### src/mfq_ram.sv
// Generic single-write, single-read RAM with a registered read port.
// Used for the job queues; depends on nothing.
`timescale 1ns / 1ps

module mfq_ram #(
	parameter int WIDTH = 56,
	parameter int DEPTH = 80
) (
	input  logic                     clk,
	input  logic                     we,
	input  logic [$clog2(DEPTH)-1:0] waddr,
	input  logic [WIDTH-1:0]         wdata,
	input  logic [$clog2(DEPTH)-1:0] raddr,
	output logic [WIDTH-1:0]         rdata
);

	logic [WIDTH-1:0] mem_q [DEPTH];

	always_ff @(posedge clk) begin
		if (we) begin
			mem_q[waddr] <= wdata;
		end
		rdata <= mem_q[raddr];
	end

endmodule

### config.mk
export PLATFORM = sky130hd
export DESIGN_NAME = mfq_ram
export DESIGN_NICKNAME = d
export VERILOG_FILES = /design/src/mfq_ram.sv
export SDC_FILE = /design/constraint.sdc
export NUM_CORES = 2
export LEC_CHECK = 0
export ABC_AREA = 1
export BUFFER_PORTS_ARGS = -buffer_cell sky130_fd_sc_hd__buf_2
export CAP_MARGIN = 25
export CELL_PAD_IN_SITES_DETAIL_PLACEMENT = 1
export CELL_PAD_IN_SITES_GLOBAL_PLACEMENT = 2
export CORE_MARGIN = 2
export CORE_UTILIZATION = 48
export DETAILED_ROUTE_END_ITERATION = 12
export HOLD_SLACK_MARGIN = 0.1
export PLACE_DENSITY_LB_ADDON = 0.2
export SYNTH_ARGS = -nofsm -noshare
export SYNTH_HDL_FRONTEND = slang
export SYNTH_MEMORY_MAX_BITS = 65536
export SYNTH_SLANG_ARGS = --single-unit
### constraint.sdc
create_clock -name clk -period 8.7 [get_ports clk]
set_input_delay 1.305 -clock clk [delete_from_list [all_inputs] [get_ports clk]]
set_output_delay 1.305 -clock clk [all_outputs]
set_load 0.01 [all_outputs]
==> summary.md <==
| Metric | Value |
|---|---|
| Outcome | completed |
| Max Cap Viol | 0 |
| Final Power | 47.6 mW |
| P&R area growth vs syn | 11.9% |
| Vias/cell | 6.12 |
| Via count | 121,000 |
| Pin count of the biggest net entering global routing | 184 |
| R2R setup slack | 6.09 ns |
| Clk_skew | 0.0663 ns |
| Max Slew Vio Count | 0 |
| Post-synth EDFFs | 4,480 |
| Syn avg cell area | 12.6 um2 |
| Post-DRT Antenna Nets | 0 |
| Initial DRT Pass Iterations | 6 |
| Most frequent cells after synthesis | edfxtp_1 (4,480), nand2_1 (3,851), nand3_1 (3,678), nor2_1 (531), o21ai_0 (453) |
| Fin crit period | 4.64 ns |
| Sequential share of power | 50.9% |
| DRC violations left | 0 |
| Fmax | 0.215 GHz |
| Syn_nets | 14,400 |
| Worst reg-to-reg path cell count | 8 |
| Most common cell in the netlist | edfxtp_1 |
| Share of cells above drive strength 1 | 8.48% |
| Vias in the first global route | 126,000 |
| Worst min-delay path category | input pin to flip-flop |
| I/O pin total | 128 |
| Internal power | 36.6 mW |
| Net Sw Power | 11.0 mW |
| Hold Buf Count CTS | 0 |
| Pwr Density | 237 nW/um2 |
| Crit path kind | input pin to flip-flop |
| Switching share of power | 23.0% |
| Post-synthesis register bit count | 4,536 |
| Hold depth | 1 |
| GR Util All Layers | 31.3% |
| Worst-Margin Slew | 1.25 ns |
| Clock Power Share | 43.3% |
| H-tree depth | 5 |
| Leakage | 68.7 nW |
| Min-delay src | wdata[10] |
| Remaining global-route overflow | 0 |
| Die Footprint | 379,000 um2 |
| Core area | 372,000 um2 |
| First-pass GRT wire length | 869,000 um |
| DP HPWL | 312,000 um |
| Initial antenna violation count | 20 |
| RSZ-0062 raised after global routing | false |
| Port buffer count | 127 |
| Cell Area, Synth | 180,000 um2 |
| Die Wd | 616 um |
| Top cell type by total area after synthesis | edfxtp_1 |
| Resize count post-CTS | 0 |
| Worst setup EP type | flip-flop |
| Share of the synthesized area in the top cell type | 74.9% |
| Largest buffer count on any clock path | 4 |
| Worst hold path endpoint | mem_q[75][10] |
| VDD IR max | 0.227 mV |
| Worst slew margin | 16.7% |
| Final period utilization | 53.3% |
| CTS clk-pin slew, worst paths | 0.07 ns |
| Sequential share of the synthesized area | 75.5% |
| Root Buffer | clkbuf_16 |
| Avg WL per Cell | 30.5 um |
| Critical path fanouts, max | 182 |
| Setup Buffers After CTS | 0 |
| CTS tree | done |
| WL final | 602,000 um |
| Logic pwr share | 5.8% |
| Endpoints failing hold | 0 |
| Worst-Skew Late Latency | 1.01 ns |
| Async set-reset flop share out of synthesis | 0% |
| Initial drt markers | 13,400 |
| Yosys cell types | 20 |
| R2R Path Start | mem_q[61][26] |
| Initial core utilization | 48.2% |
| Sink Count | 4,536 |
| Startpoint type of the worst setup path | input pin |
| Required @ worst endpoint | 9.60 ns |
| Routability Congestion | 0.800 |
| Nets | 14,300 |
| CP arrival | 5.54 ns |
| Final setup TNS | 0 ns |
| Cell Rows | 224 |
| Setup Viol. Count Final | 0 |
| Ys flop type | edfxtp_1 |
| Top post-synthesis cells by area | edfxtp_1 (75%), nand3_1 (10%), nand2_1 (8.0%), o21ai_0 (1.3%), buf_2 (1.2%) |
| RR Endpoint | rdata[26] |
| Syn Inst Count | 14,300 |
| CTS Buf Count | 477 |
| Die height | 616 um |
| YS warnings | 0 |
-- layout make-up --
class	count	area, um2
fillers	37000	171000
flip-flops and latches	4536	136000
multi-input cells	8765	39300
clock buffers	601	12700
well taps	4972	6220
repair buffers	460	3840
clock inverters	305	3100
inverters	22	133
diodes	47	118
-- layer usage --
| layer | track usage [%] | wire [um] | share of wire [%] | vias to the layer above |
|---|---|---|---|---|
| met5 | 0 | 41 | 0.0068 | - |
| met4 | 15.0 | 32100 | 5.3 | 6 |
| met3 | 3.87 | 40700 | 6.8 | 1033 |
| met2 | 51.5 | 287000 | 48 | 4780 |
| met1 | 41.6 | 242000 | 40 | 63100 |
| li1 | - | - | - | 51700 |
-- power groups by stage --
stage | clock, mW | sequential, mW | combinational (mW)
final | 20.6 | 24.2 | 2.76
after global routing | 21.6 | 24.2 | 2.95
after CTS | 20.8 | 24.2 | 2.75
after detailed placement | 0 | 24.7 | 2.73
after global placement | 0 | 24.7 | 2.65
after floorplan | 0 | 24.6 | 1.44
-- sequential cells by signal, summed over array words and instances, names as in the netlist --
| name | count |
|---|---|
| rdata | 56 |
| mem_q | 4480 |
-- cells by family (layout without fill, tap and decap cells) --
kind of cell / after synthesis / after routing / synth area share (%)
compound gates: 697 / 697 / 2.13
buf+inv: 1003 / 1388 / 2.95
flops: 4536 / 4536 / 75.5
other cells: 0 / 47 / 0
simple gates: 8068 / 8068 / 19.4
-- stage by stage --
stage,instance area [um2],worst slack [ns],instances,util [%],hold slack [ns]
final,201000,4.06,19700,54.0,0.684
after detailed placement,185000,3.18,18800,49.7,0.763
after floorplan,180000,4.02,14300,-,0.687
after global routing,201000,3.91,19700,54.0,0.671
after global placement,185000,3.25,18700,49.7,0.720
after CTS,201000,4.24,19700,53.9,0.627
-- worst max-delay path, cell delays in order --
cell and delay, ns:
buf_12 0.20, inv_16 0.43, buf_12 0.54, buf_4 0.78, nand2_1 0.13, nand3_1 0.11, nand3_1 0.09, nand3_1 0.13
nand3_1 0.12, nand3_1 0.40, nand3_1 0.36, nand2_1 0.33
-- how the worst max path moves through the flow --
stage / start / to / slack (ns)
after floorplan: we / mem_q[43][0] / 4.02
after global placement: raddr[0] / rdata[2] / 3.25
after detailed placement: raddr[0] / rdata[2] / 3.18
after CTS: raddr[0] / rdata[2] / 4.24
after global routing: raddr[0] / rdata[2] / 3.91
final: raddr[0] / rdata[2] / 4.06
-- cell usage in the layout (no fill, tap or decap), drive strengths merged --
| cell | instances |
|---|---|
| nor3 | 8 |
| buf | 459 |
| o21ai | 473 |
| nor2 | 531 |
| o22ai | 197 |
| a21oi | 1 |
| edfxtp | 4480 |
| inv | 37 |
| nand3 | 3678 |
| dfxtp | 56 |
| clkbuf | 602 |
| diode | 47 |
| clkinv | 221 |
| clkinvlp | 15 |
| bufinv | 54 |
| nand2 | 3851 |
| o221ai | 26 |
Note: power is estimated with default switching activity, not from simulation.
