$ cat src/mfq_pkg.sv
// Shared types and constants of the multilevel feedback queue scheduler.
// Used by the core, the adder, the top level and the testbench; depends on nothing.
`timescale 1ns / 1ps

package mfq_pkg;

	localparam int CFG_IW = 3;
	localparam int NUM_SLICES = 5;

	localparam logic [CFG_IW-1:0] CFG_SLICE0 = 3'd0;
	localparam logic [CFG_IW-1:0] CFG_SLICE1 = 3'd1;
	localparam logic [CFG_IW-1:0] CFG_SLICE2 = 3'd2;
	localparam logic [CFG_IW-1:0] CFG_SLICE3 = 3'd3;
	localparam logic [CFG_IW-1:0] CFG_SLICE4 = 3'd4;

	localparam logic [15:0] SLICE0_RST = 16'd1;
	localparam logic [15:0] SLICE1_RST = 16'd2;
	localparam logic [15:0] SLICE2_RST = 16'd4;
	localparam logic [15:0] SLICE3_RST = 16'd8;
	localparam logic [15:0] SLICE4_RST = 16'd16;

	localparam logic CMD_ARRIVE = 1'b0;
	localparam logic CMD_DRAIN  = 1'b1;

	localparam logic [1:0] ST_DONE   = 2'd0;
	localparam logic [1:0] ST_REJECT = 2'd1;
	localparam logic [1:0] ST_DRAIN  = 2'd2;

	typedef struct packed {
		logic        cmd;
		logic [7:0]  job_id;
		logic [31:0] arrival_time;
		logic [15:0] service_need;
	} job_t;

	typedef struct packed {
		logic [1:0]  status;
		logic [7:0]  done_id;
		logic [31:0] done_time;
		logic [31:0] turnaround;
		logic        last;
	} res_t;

	typedef struct packed {
		logic [7:0]  id;
		logic [31:0] arrival;
		logic [15:0] remaining;
	} entry_t;

	typedef struct packed {
		logic [31:0] a;
		logic [31:0] b;
		logic        sub;
	} alu_req_t;

	typedef logic [NUM_SLICES-1:0][15:0] slices_t;

endpackage

$ cat src/mfq_alu.sv
// Shared 32-bit add and subtract unit with carry out.
// Depends on mfq_pkg for the request struct.
`timescale 1ns / 1ps

module mfq_alu (
	input  mfq_pkg::alu_req_t req,
	output logic [32:0]       sum
);

	always_comb begin
		if (req.sub) begin
			sum = {1'b0, req.a} - {1'b0, req.b};
		end else begin
			sum = {1'b0, req.a} + {1'b0, req.b};
		end
	end

endmodule

$ cat config.mk
export PLATFORM = sky130hd
export DESIGN_NAME = mfq_alu
export DESIGN_NICKNAME = d
export VERILOG_FILES = /design/src/mfq_pkg.sv /design/src/mfq_alu.sv
export SDC_FILE = /design/constraint.sdc
export NUM_CORES = 1
export LEC_CHECK = 0
export BUFFER_PORTS_ARGS = -buffer_cell sky130_fd_sc_hd__buf_2
export CAP_MARGIN = 30
export CORE_ASPECT_RATIO = 0.7
export CORE_MARGIN = 3
export CORE_UTILIZATION = 57
export DETAILED_ROUTE_END_ITERATION = 10
export GPL_TIMING_DRIVEN = 0
export PLACE_DENSITY = 0.87
export SETUP_SLACK_MARGIN = 0.4
export SYNTH_ARGS = -nofsm -noshare
export SYNTH_HDL_FRONTEND = slang
export SYNTH_SLANG_ARGS = --single-unit
$ cat constraint.sdc
create_clock -name vclk -period 6.2
set_input_delay 0.62 -clock vclk [all_inputs]
set_output_delay 0.62 -clock vclk [all_outputs]
set_load 0.01 [all_outputs]
==> flow_summary.yaml <==
status:
  outcome: "completed"
setup_path:
  crit_slowest_cell: "a211oi_1"
  end_kind: "primary output"
  start_kind: "input port"
  worstPathRequired_ns: 5.58
  path_delay_family: "simple AND/OR/NAND/NOR gates"
  crit_path_max_fanout: 8
  critical_path_buf_inv_count: 3
  path_cells: "buf_2 > nor3_1 > and3_1 > and2_1 > nand2_1 > nor4_1 > nor2_1 > xnor2_1 > ha_1 > buf_2 > nand2_1 > o21ai_1 > nor2_1 > or2_2 > a211oi_1 > o2111a_1 > nor2_1 > buf_2"
  cpPeakStageDelay_ns: 0.59
  critPathKind: "input port to primary output"
  crit_arrival_ns: 4.24
final_layout:
  area_growth_pct: 21.51
  nNetsFinal: 572
  antennaDiodeCount: 0
  post-route-util: 0.7586
  register_area_um2: 0
  seq_cells: 0
  layout-drive-gt1-share: 0.2654
  fin_cells: 523
  nClkBuffers: 0
global_route:
  grt_pass1_vias: 2870
  use_met2: 0.4714
  grtUsageMet1: 0.4396
  grt_max_degree: 11
  grt_use_total: 0.2904
  grt_overflow: 0
  grt_util_met3: 0.01585
  grt_pass1_wl_um: 13320
  antenna_found_initial: 0
  busiest_layer: "met2"
sta:
  hold_ws_ns: 1.629
  fmax_mhz: 205.8
  layout_min_cycle_time_ns: 4.859
  post-route-period-util: 0.7837
  drv_slew: 0
  worst_pin_slew_ns: 0.6877
  max_slew_margin: 0.5388
  fin_tns_setup_ns: 0
  setup-violations-final: 0
  finalHoldViolations: 0
  rsz0062_at_grt: "no"
power:
  p_clk_frac: 0
  p_int_uw: 221.3
  ir_worst_vdd_v: 0.0001132
  p_leak_uw: 0.001483
  pwr-share-comb: 1.000
  sw_frac_of_total: 0.5676
  power_switching_uw: 290.5
  finalPower_uw: 511.8
  p_per_area_nw_per_um2: 163.1
  p_seq_frac: 0
route:
  antenna_left: 0
  viasPerCell: 6.088
  drcViolationCount: 0
  routedWlPerCell_um: 15.56
  finalWirelength_um: 8138
  drt-pass1-iter-count: 5
  drtIter0Drc: 342
  via_count: 3184
floorplanning:
  io_pins: 98
  die_x_um: 86.45
  die_h_um: 62.32
  initial_core_util: 0.6243
  floorplan.rows: 19
  core-area_um2: 4136
  die_area_um2: 5387
logic_synthesis:
  synth_cells: 373
  synthTopCellsByArea: "ha_1, xnor2_1, a21oi_1"
  syn-cell-area_um2: 2582
  yosys_warnings: 0
  syn_avg_cell_area_um2: 6.924
  synth.largest_area_cell: "ha_1"
  syn_nets: 472
  yosysSeqAreaShare: 0
  synth_top_area_share: 0.1599
  synth_cell_type_count: 58
clock_network:
  cts_resized: 0
  cts_setup_buffers: 0
  holdBufCountCts: 0
placement:
  io_buffer_count: 98
  gp_congestion: 0.9153
  dp_cells: 523
  hpwl_um: 6888
run:
  max_cap_violations: 0
min_path:
  hold_path.class: "input port to primary output"
## Yosys cell counts, drive strengths merged, types with 8 or more instances
cell / instances
nand2: 27
nand4: 9
xnor2: 46
a21o: 14
o21a: 9
a211oi: 8
a21oi: 44
inv: 14
ha: 33
buf: 9
nor3: 13
xor2: 13
a31oi: 10
o21ai: 18
nor2: 42
nor2b: 8
## metal layers
layer / vias to the layer above / part of all wire
li1: 1563 / -
met1: 1456 / 0.47
met2: 157 / 0.45
met3: 8 / 0.082
met4: 0 / 0.0058
met5: - / 0
## worst paths after layout
path,from,endpoint,depth (start not counted),slack [ns]
max,req[5],sum[31],18,1.34
min,req[1],sum[0],4,1.63
## power groups by stage
stage	combinational, uW	clock, uW	sequential (uW)
4_1_cts	504	0	0
3_3_place_gp	488	0	0
2_1_floorplan	346	0	0
3_5_place_dp	501	0	0
5_1_grt	560	0	0
6_report	512	0	0
## tightest hold or removal path, delay by kind of cell
family / cells / cell delay [ns]
buf+inv: 3 / 0.26
fa+ha+maj: 1 / 0.13
## cell type report
class                      instances  area (um2)
multi-input combinational        348        2455
buffer                            11       75.07
fill                             367       998.5
tap                               52       65.06
timing repair buffer              98       490.5
inverter                          14       52.55
## per-stage QoR
step                cell area [um2]  setup slack [ns]
finish                         3138             1.341
global route                   3138             1.057
CTS                            3138             1.403
detailed placement             3138             1.421
global placement               3138             1.567
floorplan                      2582             2.180
## cells by family (layout without fill, tap and decap cells)
kind of cell / after synthesis / in the layout / synth area share
multiplexers: 1 / 1 / 0.003876
AO/OA/AOI/OAI: 122 / 122 / 0.3241
buffers and inverters: 25 / 123 / 0.04941
adder cells (fa/ha/maj): 34 / 34 / 0.1676
XOR/XNOR: 59 / 59 / 0.2001
AND/OR/NAND/NOR: 132 / 132 / 0.2548
## cells in the final DEF (no fill, tap or decap), types with 9 or more instances in the layout
| cell | Yosys | routed |
|---|---|---|
| ha_1 | 33 | 33 |
| o21ai_0 | 14 | 14 |
| buf_2 | 3 | 101 |
| nand4_1 | 9 | 9 |
| nand2_1 | 26 | 26 |
| xor2_1 | 13 | 13 |
| a21oi_1 | 43 | 43 |
| nor3_1 | 12 | 12 |
| inv_1 | 14 | 14 |
| xnor2_1 | 46 | 46 |
| a21o_1 | 14 | 14 |
| nor2_1 | 42 | 42 |
No activity file was read; power rests on OpenSTA's default activity.
