**src/mfq_pkg.sv**
```systemverilog
// Shared types and constants of the multilevel feedback queue scheduler.
// Used by the core, the adder, the top level and the testbench; depends on nothing.
`timescale 1ns / 1ps

package mfq_pkg;

	localparam int CFG_IW = 3;
	localparam int NUM_SLICES = 5;

	localparam logic [CFG_IW-1:0] CFG_SLICE0 = 3'd0;
	localparam logic [CFG_IW-1:0] CFG_SLICE1 = 3'd1;
	localparam logic [CFG_IW-1:0] CFG_SLICE2 = 3'd2;
	localparam logic [CFG_IW-1:0] CFG_SLICE3 = 3'd3;
	localparam logic [CFG_IW-1:0] CFG_SLICE4 = 3'd4;

	localparam logic [15:0] SLICE0_RST = 16'd1;
	localparam logic [15:0] SLICE1_RST = 16'd2;
	localparam logic [15:0] SLICE2_RST = 16'd4;
	localparam logic [15:0] SLICE3_RST = 16'd8;
	localparam logic [15:0] SLICE4_RST = 16'd16;

	localparam logic CMD_ARRIVE = 1'b0;
	localparam logic CMD_DRAIN  = 1'b1;

	localparam logic [1:0] ST_DONE   = 2'd0;
	localparam logic [1:0] ST_REJECT = 2'd1;
	localparam logic [1:0] ST_DRAIN  = 2'd2;

	typedef struct packed {
		logic        cmd;
		logic [7:0]  job_id;
		logic [31:0] arrival_time;
		logic [15:0] service_need;
	} job_t;

	typedef struct packed {
		logic [1:0]  status;
		logic [7:0]  done_id;
		logic [31:0] done_time;
		logic [31:0] turnaround;
		logic        last;
	} res_t;

	typedef struct packed {
		logic [7:0]  id;
		logic [31:0] arrival;
		logic [15:0] remaining;
	} entry_t;

	typedef struct packed {
		logic [31:0] a;
		logic [31:0] b;
		logic        sub;
	} alu_req_t;

	typedef logic [NUM_SLICES-1:0][15:0] slices_t;

endpackage

```
**src/mfq_core.sv**
```systemverilog
// Scheduling sequencer: queue bookkeeping, quantum steps and the result buffers.
// Depends on mfq_pkg; drives the job RAM and the shared adder from outside.
`timescale 1ns / 1ps

module mfq_core #(
	parameter int LEVELS = 5,
	parameter int JOB_CAPACITY = 16
) (
	input  logic                                     clk,
	input  logic                                     arst_n,
	input  logic                                     job_valid,
	output logic                                     job_stall,
	input  mfq_pkg::job_t                            job,
	output logic                                     res_valid,
	input  logic                                     res_stall,
	output mfq_pkg::res_t                            res,
	input  mfq_pkg::slices_t                         slices,
	output mfq_pkg::alu_req_t                        alu_req,
	input  logic [32:0]                              alu_sum,
	output logic                                     ram_we,
	output logic [$clog2(LEVELS*JOB_CAPACITY)-1:0]   ram_waddr,
	output mfq_pkg::entry_t                          ram_wdata,
	output logic [$clog2(LEVELS*JOB_CAPACITY)-1:0]   ram_raddr,
	input  mfq_pkg::entry_t                          ram_rdata
);

	localparam int LW = $clog2(LEVELS);
	localparam int IW = $clog2(JOB_CAPACITY);
	localparam int CW = $clog2(JOB_CAPACITY + 1);
	localparam int AW = $clog2(LEVELS * JOB_CAPACITY);
	localparam logic [AW-1:0] CAP_A = AW'(JOB_CAPACITY);
	localparam logic [CW-1:0] CAP_C = CW'(JOB_CAPACITY);
	localparam logic [CW:0] CAP_T = (CW+1)'(JOB_CAPACITY);
	localparam logic [IW-1:0] LAST_IDX = IW'(JOB_CAPACITY - 1);
	localparam logic [LW-1:0] LAST_LVL = LW'(LEVELS - 1);

	typedef enum logic [12:0] {
		S_IDLE   = 13'b0000000000001,
		S_PICK   = 13'b0000000000010,
		S_POP    = 13'b0000000000100,
		S_LOAD   = 13'b0000000001000,
		S_RMIN   = 13'b0000000010000,
		S_RLIM   = 13'b0000000100000,
		S_ADV    = 13'b0000001000000,
		S_REM    = 13'b0000010000000,
		S_TURN   = 13'b0000100000000,
		S_EMIT   = 13'b0001000000000,
		S_PUSH   = 13'b0010000000000,
		S_ADMIT  = 13'b0100000000000,
		S_FINISH = 13'b1000000000000
	} state_t;

	state_t                state_q;
	logic                  cmd_q;
	logic [7:0]            id_q;
	logic [31:0]           arr_q;
	logic [15:0]           need_q;
	logic [31:0]           ct_q;
	logic [CW-1:0]         active_q;
	logic [IW-1:0]         heads_q [LEVELS];
	logic [CW-1:0]         counts_q [LEVELS];
	logic [LW-1:0]         lvl_q;
	mfq_pkg::entry_t       job_q;
	logic [15:0]           r_q;
	logic                  hit_q;
	logic [31:0]           limit_q;
	logic                  lt_q;
	logic                  bounded_q;
	logic                  admit_q;
	logic                  done_after_q;
	mfq_pkg::res_t         new_q;
	logic                  pend_v_q;
	mfq_pkg::res_t         pend_q;
	logic                  out_v_q;
	mfq_pkg::res_t         out_q;

	logic                  found;
	logic [LW-1:0]         top;
	logic [2:0]            sidx;
	logic [15:0]           slice_raw;
	logic [15:0]           slice;
	logic                  borrow;
	logic                  out_free;
	logic [LW-1:0]         dst;
	logic [CW:0]           tail_sum;
	logic [IW-1:0]         tail_idx;

	always_comb begin
		found = 1'b0;
		top = '0;
		for (int l = LEVELS - 1; l >= 0; l--) begin
			if (counts_q[l] != '0) begin
				found = 1'b1;
				top = LW'(l);
			end
		end
	end

	always_comb begin
		sidx = (int'(lvl_q) < 4) ? 3'(lvl_q) : 3'd4;
		slice_raw = slices[sidx];
		slice = (slice_raw == 16'd0) ? 16'd1 : slice_raw;
	end

	always_comb begin
		if (!hit_q) begin
			dst = lvl_q;
		end else if (lvl_q == LAST_LVL) begin
			dst = lvl_q;
		end else begin
			dst = lvl_q + LW'(1);
		end
		tail_sum = (CW+1)'(heads_q[dst]) + (CW+1)'(counts_q[dst]);
		if (tail_sum >= CAP_T) begin
			tail_idx = IW'(tail_sum - CAP_T);
		end else begin
			tail_idx = IW'(tail_sum);
		end
	end

	always_comb begin
		alu_req = '{a: arr_q, b: ct_q, sub: 1'b1};
		case (state_q)
			S_RMIN: alu_req = '{a: {16'd0, job_q.remaining}, b: {16'd0, slice}, sub: 1'b1};
			S_RLIM: alu_req = '{a: limit_q, b: {16'd0, r_q}, sub: 1'b1};
			S_ADV:  alu_req = '{a: ct_q, b: {16'd0, r_q}, sub: 1'b0};
			S_REM:  alu_req = '{a: {16'd0, job_q.remaining}, b: {16'd0, r_q}, sub: 1'b1};
			S_TURN: alu_req = '{a: ct_q, b: job_q.arrival, sub: 1'b1};
			default: alu_req = '{a: arr_q, b: ct_q, sub: 1'b1};
		endcase
	end

	assign borrow = alu_sum[32];
	assign out_free = !out_v_q || !res_stall;
	assign job_stall = (state_q != S_IDLE);
	assign res_valid = out_v_q;
	assign res = out_q;

	assign ram_raddr = AW'(top) * CAP_A + AW'(heads_q[top]);
	assign ram_waddr = AW'(dst) * CAP_A + AW'(tail_idx);
	assign ram_wdata = job_q;
	assign ram_we = (state_q == S_PUSH);

	always_ff @(posedge clk or negedge arst_n) begin
		if (!arst_n) begin
			state_q <= S_IDLE;
			ct_q <= '0;
			active_q <= '0;
			for (int l = 0; l < LEVELS; l++) begin
				heads_q[l] <= '0;
				counts_q[l] <= '0;
			end
			pend_v_q <= 1'b0;
			out_v_q <= 1'b0;
			admit_q <= 1'b0;
			bounded_q <= 1'b0;
			done_after_q <= 1'b0;
		end else begin
			if (out_v_q && !res_stall) begin
				out_v_q <= 1'b0;
			end
			case (state_q)
				S_IDLE: begin
					if (job_valid) begin
						cmd_q <= job.cmd;
						id_q <= job.job_id;
						arr_q <= job.arrival_time;
						need_q <= job.service_need;
						bounded_q <= (job.cmd == mfq_pkg::CMD_ARRIVE);
						admit_q <= 1'b0;
						state_q <= S_PICK;
					end
				end
				S_PICK: begin
					limit_q <= alu_sum[31:0];
					lt_q <= !borrow && (alu_sum[31:0] != 32'd0);
					if (cmd_q == mfq_pkg::CMD_DRAIN) begin
						if (found) begin
							state_q <= S_POP;
						end else begin
							new_q <= '{status: mfq_pkg::ST_DRAIN, done_id: 8'd0,
								done_time: ct_q, turnaround: 32'd0, last: 1'b0};
							done_after_q <= 1'b1;
							state_q <= S_EMIT;
						end
					end else if (!borrow && (alu_sum[31:0] != 32'd0) && found) begin
						state_q <= S_POP;
					end else begin
						state_q <= S_ADMIT;
					end
				end
				S_POP: begin
					lvl_q <= top;
					heads_q[top] <= (heads_q[top] == LAST_IDX) ? '0 : heads_q[top] + IW'(1);
					counts_q[top] <= counts_q[top] - CW'(1);
					state_q <= S_LOAD;
				end
				S_LOAD: begin
					job_q <= ram_rdata;
					state_q <= S_RMIN;
				end
				S_RMIN: begin
					r_q <= borrow ? job_q.remaining : slice;
					hit_q <= !borrow;
					state_q <= bounded_q ? S_RLIM : S_ADV;
				end
				S_RLIM: begin
					if (borrow) begin
						r_q <= limit_q[15:0];
						hit_q <= 1'b0;
					end
					state_q <= S_ADV;
				end
				S_ADV: begin
					ct_q <= alu_sum[31:0];
					state_q <= S_REM;
				end
				S_REM: begin
					job_q.remaining <= alu_sum[15:0];
					state_q <= (alu_sum[15:0] == 16'd0) ? S_TURN : S_PUSH;
				end
				S_TURN: begin
					if (active_q != '0) begin
						active_q <= active_q - CW'(1);
					end
					new_q <= '{status: mfq_pkg::ST_DONE, done_id: job_q.id,
						done_time: ct_q, turnaround: alu_sum[31:0], last: 1'b0};
					done_after_q <= admit_q;
					state_q <= S_EMIT;
				end
				S_PUSH: begin
					if (counts_q[dst] < CAP_C) begin
						counts_q[dst] <= counts_q[dst] + CW'(1);
					end
					state_q <= admit_q ? S_FINISH : S_PICK;
				end
				S_ADMIT: begin
					if (active_q >= CAP_C) begin
						new_q <= '{status: mfq_pkg::ST_REJECT, done_id: id_q,
							done_time: ct_q, turnaround: 32'd0, last: 1'b0};
						done_after_q <= 1'b1;
						state_q <= S_EMIT;
					end else begin
						if (lt_q) begin
							ct_q <= arr_q;
						end
						active_q <= active_q + CW'(1);
						job_q <= '{id: id_q, arrival: arr_q, remaining: need_q};
						lvl_q <= '0;
						bounded_q <= 1'b0;
						admit_q <= 1'b1;
						state_q <= S_RMIN;
					end
				end
				S_EMIT: begin
					if (!pend_v_q || out_free) begin
						if (pend_v_q) begin
							out_q <= pend_q;
							out_v_q <= 1'b1;
						end
						pend_q <= new_q;
						pend_v_q <= 1'b1;
						state_q <= done_after_q ? S_FINISH : S_PICK;
					end
				end
				S_FINISH: begin
					if (!pend_v_q) begin
						state_q <= S_IDLE;
					end else if (out_free) begin
						out_q <= pend_q;
						out_q.last <= 1'b1;
						out_v_q <= 1'b1;
						pend_v_q <= 1'b0;
						state_q <= S_IDLE;
					end
				end
				default: begin
					state_q <= S_IDLE;
				end
			endcase
		end
	end

	a_active_bound: assert property (@(posedge clk) disable iff (!arst_n)
		active_q <= CAP_C)
		else $error("active job count exceeds capacity");

	a_idle_no_pending: assert property (@(posedge clk) disable iff (!arst_n)
		(state_q == S_IDLE) |-> !pend_v_q)
		else $error("result left pending while idle");

	a_pop_nonempty: assert property (@(posedge clk) disable iff (!arst_n)
		(state_q == S_POP) |-> found)
		else $error("pop from empty queues");

endmodule

```
**config.mk**
```make
export PLATFORM = sky130hd
export DESIGN_NAME = mfq_core
export DESIGN_NICKNAME = d
export VERILOG_FILES = /design/src/mfq_pkg.sv /design/src/mfq_core.sv
export SDC_FILE = /design/constraint.sdc
export NUM_CORES = 1
export LEC_CHECK = 0
export ABC_AREA = 1
export CORE_MARGIN = 2
export CORE_UTILIZATION = 64
export DETAILED_ROUTE_END_ITERATION = 8
export DONT_BUFFER_PORTS = 1
export PLACE_DENSITY = 0.8
export SETUP_SLACK_MARGIN = 0.15
export SKIP_LAST_GASP = 1
export SLEW_MARGIN = 30
export SYNTH_ARGS = -nofsm -noshare
export SYNTH_HDL_FRONTEND = slang
export SYNTH_SLANG_ARGS = --single-unit
```
**constraint.sdc**
```tcl
create_clock -name clk -period 9.1 [get_ports clk]
set_input_delay 0.455 -clock clk [delete_from_list [all_inputs] [get_ports clk]]
set_output_delay 0.455 -clock clk [all_outputs]
set_load 0.02 [all_outputs]
```
==> results of run 1 <==
## path summary, 6_finish.rpt
| check | start | to | slack (ns) | cells past startpoint |
|---|---|---|---|---|
| setup / recovery | state_q[9] | alu_req[33] | 4.10 | 11 |
| hold / removal | alu_sum[2] | ct_q[2] | 0.02 | 2 |
| min in group asynchronous | arst_n | counts_q[1] | 0.53 | 2 |
| setup reg to reg | state_q[1] | new_q[67] | 5.21 | 10 |
| max in group asynchronous | arst_n | heads_q[4] | 8.08 | 2 |
| hold reg to reg | new_q[3] | pend_q[3] | 0.41 | 0 |
## per-stage QoR
| stage | power (mW) | utilization [%] | instances |
|---|---|---|---|
| 2_1_floorplan | 3.208 | - | 2029 |
| 6_report | 5.488 | 73.81 | 2606 |
| 3_5_place_dp | 3.447 | 66.28 | 2420 |
| 4_1_cts | 5.450 | 73.73 | 2599 |
| 5_1_grt | 5.630 | 73.79 | 2603 |
| 3_3_place_gp | 3.420 | 65.95 | 2416 |
## worst max-delay path, cell delays in order (launching register included)
cell,delay [ns]
dfrtp_1,0.43
nor2_2,0.17
inv_2,0.06
nor2_2,0.11
inv_2,0.05
nor2_4,0.15
nand2_1,0.09
nor2_1,0.65
inv_1,0.55
nand2_1,0.81
a22oi_1,0.23
a31oi_1,0.64
## power by group
part           internal, mW  switching, mW  total, mW
Combinational         0.233          0.574      0.807
Clock                  1.14          0.868       2.01
Sequential             2.55          0.123       2.67
Total                  3.92           1.56       5.49
## cell usage in the layout, fill, tap and decap left out, types with 48 or more instances in the layout
cell / netlist / routed
nor2_1: 243 / 239
edfxtp_1: 389 / 389
o21ai_0: 105 / 104
dfrtp_1: 99 / 99
nand3_1: 90 / 90
nand2_1: 456 / 455
a21oi_1: 50 / 48
dlygate4sd3_1: 0 / 90
inv_1: 157 / 157
## logic make-up (layout without fill, tap and decap cells)
| logic type | after synthesis | after routing |
|---|---|---|
| muxes | 4 | 4 |
| AOI/OAI and AO/OA | 349 | 349 |
| DFF | 489 | 489 |
| and+or+nand+nor | 901 | 901 |
| xor gates and xnor gates | 10 | 10 |
| other | 0 | 7 |
| adders and majority gates | 13 | 13 |
| buffers and inverters | 263 | 385 |
## per-layer routing
layer	vias to the layer above	part of all wire [%]
met2	1464	47
met1	8115	35
li1	7224	-
met4	2	5.3
met3	277	13
met5	-	0.017
## sequential cells by signal, indices dropped and copies added, names as in the netlist, 3 cells and up
name and flops:
res 75, pend_q 74, limit_q 32, r_q 16
active_q 5, id_q 8, counts_q 25, heads_q 20
ct_q 32, arr_q 32, ram_wdata 56, state_q 13
lvl_q 3, new_q 74, need_q 16
## repair_timing
action	CTS	global route
gates resized for setup	0	0
endpoints found under the hold margin	190	0
hold buffers	91	0
buffers inserted	0	0
## area by class of cell
type / instances / share of cell area [%]
Tap cell: 448 / 2.265
Timing Repair Buffer: 108 / 4.540
Clock buffer: 64 / 5.172
Sequential cell: 489 / 57.31
Antenna cell: 7 / 0.07077
Inverter: 189 / 2.871
Multi-Input combinational cell: 1277 / 26.60
Clock inverter: 24 / 1.173
==> results.md, run 1 <==
Outcome:
- The flow ran to the end, and the final reports show no timing, DRC or antenna violations.

Worst setup path:
- The type of destination of the critical path is a primary output.
- In this run the worst path has a maximum fanout of 16.
- The launching element type of the critical path is a register.
- The critical path is of the register to primary output type.
- The required time reported for the critical path endpoint is 8.65 ns.
- The arrival time reported for the critical path endpoint is 4.55 ns.

STA:
- The final worst clock skew is 0.03282 ns.
- The count of pins over their slew limit came to 0.
- The final hold slack is 0.01630 ns.
- Setup slack on the critical path of the routed design comes to 4.098 ns.
- The clock period could shrink to 5.002 ns.
- The pin slew with the least headroom to its limit is 0.9467 ns.
- Static timing analysis puts the maximum clock frequency at 0.1999 GHz.
- Setup violations remaining at the end of the flow were counted as 0.
- Setup repair after global routing left no endpoint under its margin.
- In the finished design, the share of the clock period the worst path needs comes to 54.96%.
- The final number of hold-violating endpoints is 0.
- Setup total negative slack on the finished layout was measured at 0 ns.
- Headroom to the max-slew limit came out at 36.22%.

Place:
- The worst setup slack before clock tree synthesis is 4.884 ns.
- The congestion estimate from routability-driven global placement came to 0.9979.
- The number of input and output port buffers inserted is 0.
- The standard cell area after detailed placement is 0.02223 mm^2.
- The estimated wirelength of the detail-placed design is 49,410 um.

Global route:
- The busiest metal layer after global routing is met2.
- Across every metal layer, demand over resource in global routing totals 40.39%.
- The largest net degree at the start of global routing is 101.
- The met1 demand-to-capacity share in global routing is 52.12%.
- The via count of the first global-routing pass came to 16,305.
- The first global-routing pass estimated 105,500 um of wire.
- For met2 alone, demand over resource in global routing was 64.68%.
- Summed over all layers, the global routing overflow is 0.
- The met3 routing resource usage after global routing is 10.84%.
- The number of antenna violations at the first check in global routing came to 7.

Synthesis:
- After synthesis the cells add up to 0.02177 mm^2.
- The share of synthesized registers carrying an async set or reset is 20.45%.
- The synthesis warning total is 0.
- The share of synthesized area spent on multiplexers is 0.2184%.
- The average cell area after synthesis is 10.73 um^2.
- The most frequent cell after synthesis is nand2_1.
- Synthesis produced a netlist whose cell count is 2,029.
- Counting flops and latches in the post-synthesis netlist gives 489.
- After Yosys synthesis, XOR and XNOR cells account for 0.4368% of the synthesized area.
- The combinational family with the most area after synthesis is simple AND/OR/NAND/NOR gates.
- Summing the areas of all fa, ha and maj instances in the mapped netlist gives 0.8160% of the synthesized area.
- The number of nets in the synthesized netlist is 2,272.
- Sorting the synthesized cells by how often they occur yields 456 x nand2_1, 389 x edfxtp_1, 243 x nor2_1.
- The synthesized design devotes to its leading area cell type 53.65% of total area.
- Among all flip-flop cells after synthesis, the most frequent one is edfxtp_1.
- Summing the areas of all compound-gate instances in the mapped netlist gives 10.14% of the synthesized area.
- Yosys attributes the largest share of cell area to edfxtp_1 54%, dfrtp_1 11%, nand2_1 7.9%.
- The post-synthesis cell type with the largest combined area is edfxtp_1.
- After synthesis, the netlist uses 69 different library cells.
- Sequential cells were found to cover 65.15% of the synthesized design area.
- The post-synthesis simple-gate area fraction is 18.21%.
- The number of enable-type register cells in the synthesized netlist is 389.

Cells and area:
- In the final layout, the multi-input gates occupy 0.006583 mm^2.
- The post-route netlist has 9.205% of its cells at a drive strength greater than 1.
- After the last flow step, the layout net total stands at 2,355.
- Compared with the post-synthesis result, the final layout area differs by 13.68%.
- The layout has 2,190 filler cells.
- With fillers left out, the area of the finished cells amounts to 0.02475 mm^2.
- The sequential cell area in the final layout is 0.01418 mm^2.

Worst hold path:
- The classification of the worst-slack hold path is primary input to register.

Clock network:
- The insertion delay of the later-clocked pin in the worst-skew pair is 0.60 ns.
- The root buffer cell is clkbuf_16.
- The number of levels the H-tree was split into is 2.
- The clock transition at the register clock pins on the worst setup and hold paths after CTS is 0.07 ns.
- Counting along the longest clock path gives a buffer depth of 3.
- TritonCTS built the clock tree.
- Clock tree synthesis inserted a total of 47 buffers.
- The total clock sinks is 489.

Detailed routing:
- The first TritonRoute pass finished after 9 iterations.
- Dividing the detail-routed wire length by the instance count gives 27.85 um.
- The vias after detailed routing is 17,082.
- The number of remaining DRC errors is 0.
- The remaining number of nets flagged by the antenna check after routing is 0.
- After detailed routing, the total wire length is 72,570 um.
- In the routed layout, each cell is associated on average with a via count of 6.555.
- For this block, the initial DRC count from the detailed router was 2,578.

Die:
- The starting density of the core is 64.93%.
- During I/O placement, the number of pins put on the boundary was 443.
- The die is 188.4 um tall.
- The die is 188.4 um wide.
- The floorplan step defined a die boundary enclosing 0.03551 mm^2.
- The placement row count is 67.
- The core footprint is 0.03353 mm^2.

Run:
- The tool flagged a number of max-cap violations equal to 0.

Power and ir drop:
- The reported leakage power is 9.509 nW.
- The worst-case vdd ir drop is 0.1752 mV.
- The power density over the cells is 221.7 mW/mm^2.
Note: power is estimated with default switching activity, not from simulation.
==> run 2, diff against run 1 <==
==> constraint.sdc (replaced) <==
create_clock -name clk -period 4.85 [get_ports clk]
set_input_delay 0.2425 -clock clk [delete_from_list [all_inputs] [get_ports clk]]
set_output_delay 0.2425 -clock clk [all_outputs]
set_load 0.02 [all_outputs]
==> results.md, run 2 (synthesis results as in run 1) <==
Outcome:
- The flow ran to the end, but the final reports show violations.
- The final reports fail on design-rule violations.

Global route:
- The overall overflow remaining after global route is 0 (unchanged).
- The busiest metal layer after global routing is met2.
- The largest net degree at the start of global routing is 101 (unchanged).
- The via count of the first global-routing pass is 17,193 (+5.4%).
- The global routing met2 resource utilization is 65.41% (+0.74 points).
- The met1 demand-to-capacity share in global routing is 54.05% (+1.9 points).
- The total track usage is 42.90% (+2.5 points).
- The wire length of the first global-routing pass came to 111,600 um (+5.9%).
- The met3 routing resource usage after global routing is 15.76% (+4.9 points).
- The number of antenna violations at the first check in global routing came to 15 (+8).

Detailed routing:
- The average vias per placed instance is 6.769 (+3.3%).
- The iteration count of the initial detailed-routing pass is 9 (unchanged).
- The number of remaining DRC errors is 26 (+26).
- The wire length per cell came to 28.83 um (+3.5%).
- The remaining number of nets flagged by the antenna check after routing was 0 (unchanged).
- The vias after detailed routing is 18,128 (+6.1%).
- The total wire length after detailed routing is 77,200 um (+6.4%).
- The violation count after the first detailed-route iteration is 3,118 (+21%).

STA:
- The relative slew slack is 31.14% (-5.1 points).
- The final hold slack is 0.06118 ns (+0.04487 ns).
- The pin slew with the least headroom to its limit came to 1.029 ns (+0.08265 ns).
- In the finished design, the share of the clock period the worst path needs comes to 91.27%.
- The count of endpoints failing setup in the final report is 0 (unchanged).
- The setup TNS after final layout is 0 ns (unchanged).
- Setup repair after global routing left no endpoint under its margin.
- The time the final worst path needs with I/O delays and setup is 4.426 ns.
- Timing would allow up to 0.2259 GHz.
- The count of pins over their slew limit is 0 (unchanged).
- The final worst clock skew is 0.02267 ns (-0.01015 ns).
- The final number of hold-violating endpoints is 0 (unchanged).

Place:
- The standard cell area after detailed placement is 0.02221 mm^2 (about the same).
- The estimated wirelength of the detail-placed design is 48,330 um (-2.2%).
- The global placement routability congestion is 0.9957 (-0.22%).
- The number of input and output port buffers inserted came to 0 (unchanged).

Worst setup path:
- The slowest stage of the critical path is the nand4_4 cell.
- The depth of the worst register-to-register path is 20 (+10).
- The worst stage delay on the critical path is 0.87 ns (+0.06 ns).
- The setup path with the least slack is of type register to primary output.
- The number of cells on the critical path is 10 (-1).
- The arrival time reported for the critical path endpoint is 4.18 ns (-0.37 ns).
- The end point of the critical path is alu_req[62].
- The sum of buffers and inverters on the critical path is 3 (unchanged).
- Grouping stages by cell kind, the critical path spends the most delay in simple AND/OR/NAND/NOR gates.
- The launch point of the critical path is state_q[9].
- The endpoint of the worst register-to-register path is counts_q[9].
- Traced cell by cell, the critical path runs through nor2_2, inv_2, nor2_2, inv_2, nor2_4, nand4_1, nand4_4, buf_4, nor2_1, a21oi_1.
- The worst setup path is captured at a primary output.
- The required time reported for the critical path endpoint is 4.61 ns (-4.04 ns).
- The setup slack of the worst register-to-register path is 1.20 ns (-4.01 ns).
- The launching element type of the critical path is a register.
- The source of the worst register-to-register timing path is lvl_q[0].
- The critical-path maximum fanout is 48 (+32).

Clock network:
- The total clock sinks is 489 (unchanged).
- The number of levels the H-tree was split into is 2 (unchanged).
- The total CTS buffers is 48 (+2.1%).
- The insertion delay of the later-clocked pin in the worst-skew pair is 0.62 ns (+0.02 ns).
- The CTS tree is done.
- The worst-case clock buffer depth came to 3 (unchanged).
- The root buffer cell is clkbuf_16.
- The clock transition at the register clock pins on the worst setup and hold paths after CTS is 0.08 ns (about the same).

Cells and area:
- The layout cell share with drive strength beyond 1 is 9.608% (+0.40 points).
- The area used by multi-input combinational logic is 0.006601 mm^2 (+0.29%).
- The number of fillers in the final layout came to 2,031 (-7.3%).
- The number of flip-flops in the largest register is 75 (unchanged).
- In the layout the commonest cells are 454 x nand2_1, 389 x edfxtp_1, 238 x nor2_1.
- The sequential cell area in the final layout is 0.01418 mm^2 (unchanged).
- The number of nets in the layout is 2,420 (+2.8%).
- The post-route cell area is 0.02540 mm^2 (+2.6%).
- The growth of design area from synthesis to finish is 16.65%.
- The most common cell after layout, fill and taps aside is nand2_1.

Die:
- The die height is 188.4 um (unchanged).
- The placement row count was 67 (unchanged).
- The core footprint is 0.03353 mm^2 (unchanged).
- The horizontal extent of the die is 188.4 um (unchanged).
- The area of the die is 0.03551 mm^2 (unchanged).
- The count of pins on the block boundary was 443 (unchanged).
- The starting density of the core is 64.93% (unchanged).

Power and ir drop:
- The reported leakage power is 9.787 nW (+2.9%).
- The worst-case vdd ir drop was 0.3811 mV (+120%).
- The power density over the cells is 414.2 mW/mm^2 (+87%).

Run:
- The number of violations of the max-capacitance limit is 0 (unchanged).

Worst hold path:
- In this run the worst hold path is classified as primary input to register.
==> run 2: repair_timing <==
action / 4_1_cts / 5_1_grt
hold endpoints to repair: 327 / 0
gates resized for setup: 0 / 3
setup endpoints to repair: 0 / 1
hold buffers: 150 / 0
buffers inserted: 0 / 0
==> run 2: layout make-up <==
| type | instances | area share (%) |
|---|---|---|
| multi-input combinational | 1277 | 25.99 |
| inverter | 189 | 2.798 |
| timing repair buffer | 172 | 6.680 |
| clock inverter | 35 | 1.468 |
| tap | 448 | 2.207 |
| clock buffer | 55 | 4.872 |
| antenna | 13 | 0.1281 |
| sequential | 489 | 55.85 |
==> run 2: power breakdown <==
part           internal [mW]  leakage [nW]  switching, mW
logic                  0.466          4.28           1.11
clock network           2.17         0.768           1.74
registers               4.79          4.74          0.240
==> run 2: stage by stage <==
step	worst slack (ns)	total power [mW]	cells	util [%]
final	0.4235	10.52	2678	75.74
after global routing	0.1522	10.75	2676	75.72
after CTS	0.4709	10.35	2665	75.56
after detailed placement	1.095	6.442	2425	66.23
after global placement	1.140	6.398	2425	66.21
after floorplan	0.2079	6.019	2029	-
==> run 2: worst min-delay path by stage <==
stage / cells past startpoint / start / slack, ns / endpoint
2_1_floorplan: 0 / arst_n / -0.05 / active_q[0]
3_3_place_gp: 0 / arst_n / -0.05 / counts_q[1]
3_5_place_dp: 0 / arst_n / -0.05 / counts_q[1]
4_1_cts: 2 / alu_sum[10] / 0.007 / new_q[11]
5_1_grt: 2 / alu_sum[10] / 0.04 / new_q[11]
6_report: 2 / alu_sum[10] / 0.06 / new_q[11]
==> run 2: layer usage <==
layer  vias to the layer above  share of wire [%]
li1                       7353                  -
met1                      8537                 33
met2                      1768                 45
met3                       462                 14
met4                         8                6.7
met5                         -              0.078
